**config.mk**
```make
export PLATFORM = sky130hd
export DESIGN_NAME = mi3_merge
export DESIGN_NICKNAME = d
export VERILOG_FILES = /design/src/design/mi3_pkg.sv /design/src/design/mi3_merge.sv
export SDC_FILE = /design/constraint.sdc
export NUM_CORES = 1
export LEC_CHECK = 0
export BUFFER_PORTS_ARGS = -buffer_cell sky130_fd_sc_hd__clkbuf_2
export CAP_MARGIN = 10
export CORE_AREA = 2 2 230 232
export DETAILED_ROUTE_END_ITERATION = 8
export DIE_AREA = 0 0 232 234
export HOLD_SLACK_MARGIN = 0.1
export PLACE_DENSITY_LB_ADDON = 0.2
export SYNTH_ARGS = -nofsm -noshare
export SYNTH_HDL_FRONTEND = slang
export SYNTH_SLANG_ARGS = --single-unit
```
**constraint.sdc**
```tcl
create_clock -name clk -period 1.4 [get_ports clk]
set_input_delay 0.14 -clock clk [delete_from_list [all_inputs] [get_ports clk]]
set_output_delay 0.14 -clock clk [all_outputs]
set_load 0.02 [all_outputs]
```
**src/design/mi3_pkg.sv**
```systemverilog
// Package for the 3x3 matrix inverse: shared widths, pipeline depths, saturation codes and
// the per-lane flag type.
// Used by every module of the block; depends on nothing.
package mi3_pkg;

  localparam int ELEM_WIDTH_DEF = 16;
  localparam int FRAC_BITS_DEF  = 8;
  localparam int N_ELEM         = 9;
  localparam int RES_W          = 32;
  localparam int QUO_BITS       = 32;
  localparam int FRONT_ST       = 4;
  localparam int LANE_ST        = QUO_BITS + 2;
  localparam int N_ST           = FRONT_ST + LANE_ST + 1;
  localparam int OUT_W          = N_ELEM * RES_W;
  localparam int USER_W         = 2;

  localparam logic [RES_W-1:0] SAT_POS = 32'h7FFF_FFFF;
  localparam logic [RES_W-1:0] SAT_NEG = 32'h8000_0000;

  typedef struct packed {
    logic overflowed;
    logic singular;
  } lane_flags_t;

endpackage

```
**src/design/mi3_merge.sv**
```systemverilog
// Output stage of the 3x3 matrix inverse: packs the nine lane results into one beat and
// combines the lane flags. Depends on mi3_pkg.
module mi3_merge import mi3_pkg::*; (
  input  logic              clk,
  input  logic              en,
  input  logic [OUT_W-1:0]  res,
  input  lane_flags_t       flags [N_ELEM],
  output logic [OUT_W-1:0]  tdata,
  output logic [USER_W-1:0] tuser
);

  logic [OUT_W-1:0]  tdata_r;
  logic [USER_W-1:0] tuser_r;
  logic              ovf_any;

  always_comb begin
    ovf_any = 1'b0;
    for (int i = 0; i < N_ELEM; i++) ovf_any = ovf_any | flags[i].overflowed;
  end

  // Every lane sees the same determinant, so any one of them reports a singular matrix.
  always_ff @(posedge clk) begin
    if (en) begin
      tdata_r <= res;
      tuser_r <= {ovf_any, flags[0].singular};
    end
  end

  assign tdata = tdata_r;
  assign tuser = tuser_r;

endmodule

```
==> impl_metrics.env <==
export IMPL_outcome="finished with violations"
export IMPL_failed_checks="setup timing"
export IMPL_crit_family="flip-flops"
export IMPL_critPathBufInv=1
export IMPL_numCtsBuffers=34
export IMPL_numClockSinks=290
export IMPL_dieArea_sq_um=54300
export IMPL_cts_root_buffer="clkbuf_16"
export IMPL_hold_viol=0
export IMPL_clockBufferDepth=3
export IMPL_use_met1=0.104
export IMPL_first_pass_iters=4
export IMPL_grtUsageMet3=0.0353
export IMPL_ys_seq_elements=290
export IMPL_period_share=1.00
export IMPL_rows=84
export IMPL_drcViolationCount=0
export IMPL_crit_chain="buf_6"
export IMPL_drt_iter0_drc=205
export IMPL_top_level_ports=598
export IMPL_clk_pin_slew_ns=0.05
export IMPL_initial_core_util=0.168
export IMPL_synth_area_sq_um=8730
export IMPL_mostFrequentLayoutCells="clkbuf_2, dlygate4sd3_1, edfxtp_1, clkbuf_16, buf_4"
export IMPL_netlist_instances=294
export IMPL_final_area_sq_um=16800
export IMPL_worstSetupPathType="register to output port"
export IMPL_grt_pass1_wl_mm=39.7
export IMPL_p_int_w=0.0166
export IMPL_finalSetupViolations=1
export IMPL_fin_nets=1542
export IMPL_numPortBuffers=589
export IMPL_critPathSlowestCell="edfxtp_1"
export IMPL_grt_max_degree=68
export IMPL_cts_tree="done"
export IMPL_clkPwrFrac=0.384
export IMPL_vias_per_cell=3.38
export IMPL_ant_nets=0
export IMPL_mostFrequentLayoutCell="clkbuf_2"
export IMPL_grt_pass1_vias=7056
export IMPL_ys_types=5
export IMPL_p_sw_frac=0.239
export IMPL_hold_path_class="input pin to register"
export IMPL_drive_above_1_share=0.520
export IMPL_ir_worst_vdd_mv=0.778
export IMPL_worst_setup_path_start_kind="register"
export IMPL_wirelength_mm=28.0
export IMPL_slew_viol_final=0
export IMPL_syn_num_nets=602
export IMPL_pwr_share_comb=0.134
export IMPL_num_vias=6588
export IMPL_cp_end_kind="output port"
export IMPL_yosysWarnings=0
export IMPL_worstPathRequired_ns=1.26
export IMPL_p_seq_frac=0.482
export IMPL_grt_busiest_layer="met2"
export IMPL_gp_congestion=0.726
export IMPL_area_growth_pct=92.5
export IMPL_p_switching_w=0.00522
export IMPL_rsz0062_at_grt="yes"
export IMPL_die_y_microns=234
export IMPL_antenna_found_initial=1
export IMPL_synth_seq_area_share=0.998
export IMPL_worst_slew_pin_slew_ns=0.362
export IMPL_placed_cell_area_sq_um=12800
export IMPL_layout_min_cycle_time_ns=1.40
export IMPL_cts_max_level=2
export IMPL_maxCapViolations=0
export IMPL_grt_ovfl_total=0
export IMPL_power_density_nw_per_um2=1300
export IMPL_fmax_ghz=0.712
export IMPL_grtUsageTotal=0.0964
export IMPL_critPathMaxFanout=1
export IMPL_core_region_area_sq_um=52000
export IMPL_max_stage_delay_ns=0.54
export IMPL_grt_use_met2=0.172
export IMPL_finalWorstSetupSlack_ns=-0.00454
export IMPL_p_leak_nw=7.18
export IMPL_synth_area_per_cell_sq_um=29.7
export IMPL_whs_ns=0.196
export IMPL_max_slew_margin_rel=0.759
export IMPL_worst_ep_arrival_time_ns=1.26
export IMPL_wl_per_cell_microns=14.4
export IMPL_fillers=5145
export IMPL_dp_hpwl_mm=20.3
export IMPL_die_w_microns=232
-- power by group through the flow --
stage          Sequential (W)  Combinational [W]  Clock, W
2_1_floorplan          0.0116         0.00000186         0
3_5_place_dp           0.0107            0.00227         0
4_1_cts                0.0105            0.00295   0.00871
6_report               0.0105            0.00292   0.00838
5_1_grt                0.0106            0.00311   0.00900
3_3_place_gp           0.0107            0.00228         0
-- timing repair --
| action | 4_1_cts | 5_1_grt |
|---|---|---|
| hold buffers | 296 | 0 |
| buffers inserted | 0 | 0 |
| setup endpoints to repair | 1 | 2 |
| endpoints found under the hold margin | 329 | 0 |
| resized for setup | 0 | 5 |
-- worst paths after layout --
kind / end / startpoint / depth (start not counted) / slack, ns
worst max-delay path: tdata[230] / tdata[230] / 1 / -0.005
worst min-delay path: tuser[1] / flags[3] / 4 / 0.20
-- registers in the layout, summed over array words and instances, names as in the netlist --
register	count
tdata	288
tuser	2
-- logic make-up (layout without fill, tap and decap cells) --
| family | Yosys count | count (layout) | share of synthesized area |
|---|---|---|---|
| flops | 290 | 290 | 0.998 |
| buf+inv | 0 | 964 | 0 |
| simple gates | 4 | 4 | 0.00229 |
| other cells | 0 | 1 | 0 |
-- cell type report --
| cell class | count | area, sq um | share of cell area |
|---|---|---|---|
| multi-input combinational | 4 | 26.3 | 0.00156 |
| antenna | 1 | 2.50 | 0.000149 |
| tap | 688 | 861 | 0.0512 |
| clock buffer | 44 | 952 | 0.0567 |
| sequential | 290 | 8710 | 0.518 |
| clock inverter | 16 | 104 | 0.00618 |
| timing repair buffer | 904 | 6150 | 0.366 |
-- per-layer routing --
layer,up-vias,wire [microns]
li1,3093,-
met1,3121,10200
met2,325,14600
met3,49,2410
met4,0,744
met5,-,0
-- cells in the mapped netlist --
master	number	area [sq um]
edfxtp_1	290	8710
nor3_1	1	5.00
nor2_1	1	3.75
nand3_1	1	5.00
nor4_1	1	6.26
-- metrics by stage --
step	worst slack, ns	util	instances	setup TNS (ns)	total power (W)
6_report	-0.00454	0.323	1947	-0.00454	0.0218
3_5_place_dp	0.328	0.245	1590	0	0.0130
3_3_place_gp	0.333	0.245	1590	0	0.0130
4_1_cts	-0.0476	0.323	1946	-0.0476	0.0222
5_1_grt	-0.0295	0.323	1947	-0.0295	0.0227
2_1_floorplan	0.664	-	294	0	0.0116
No activity file was read; power rests on OpenSTA's default activity.
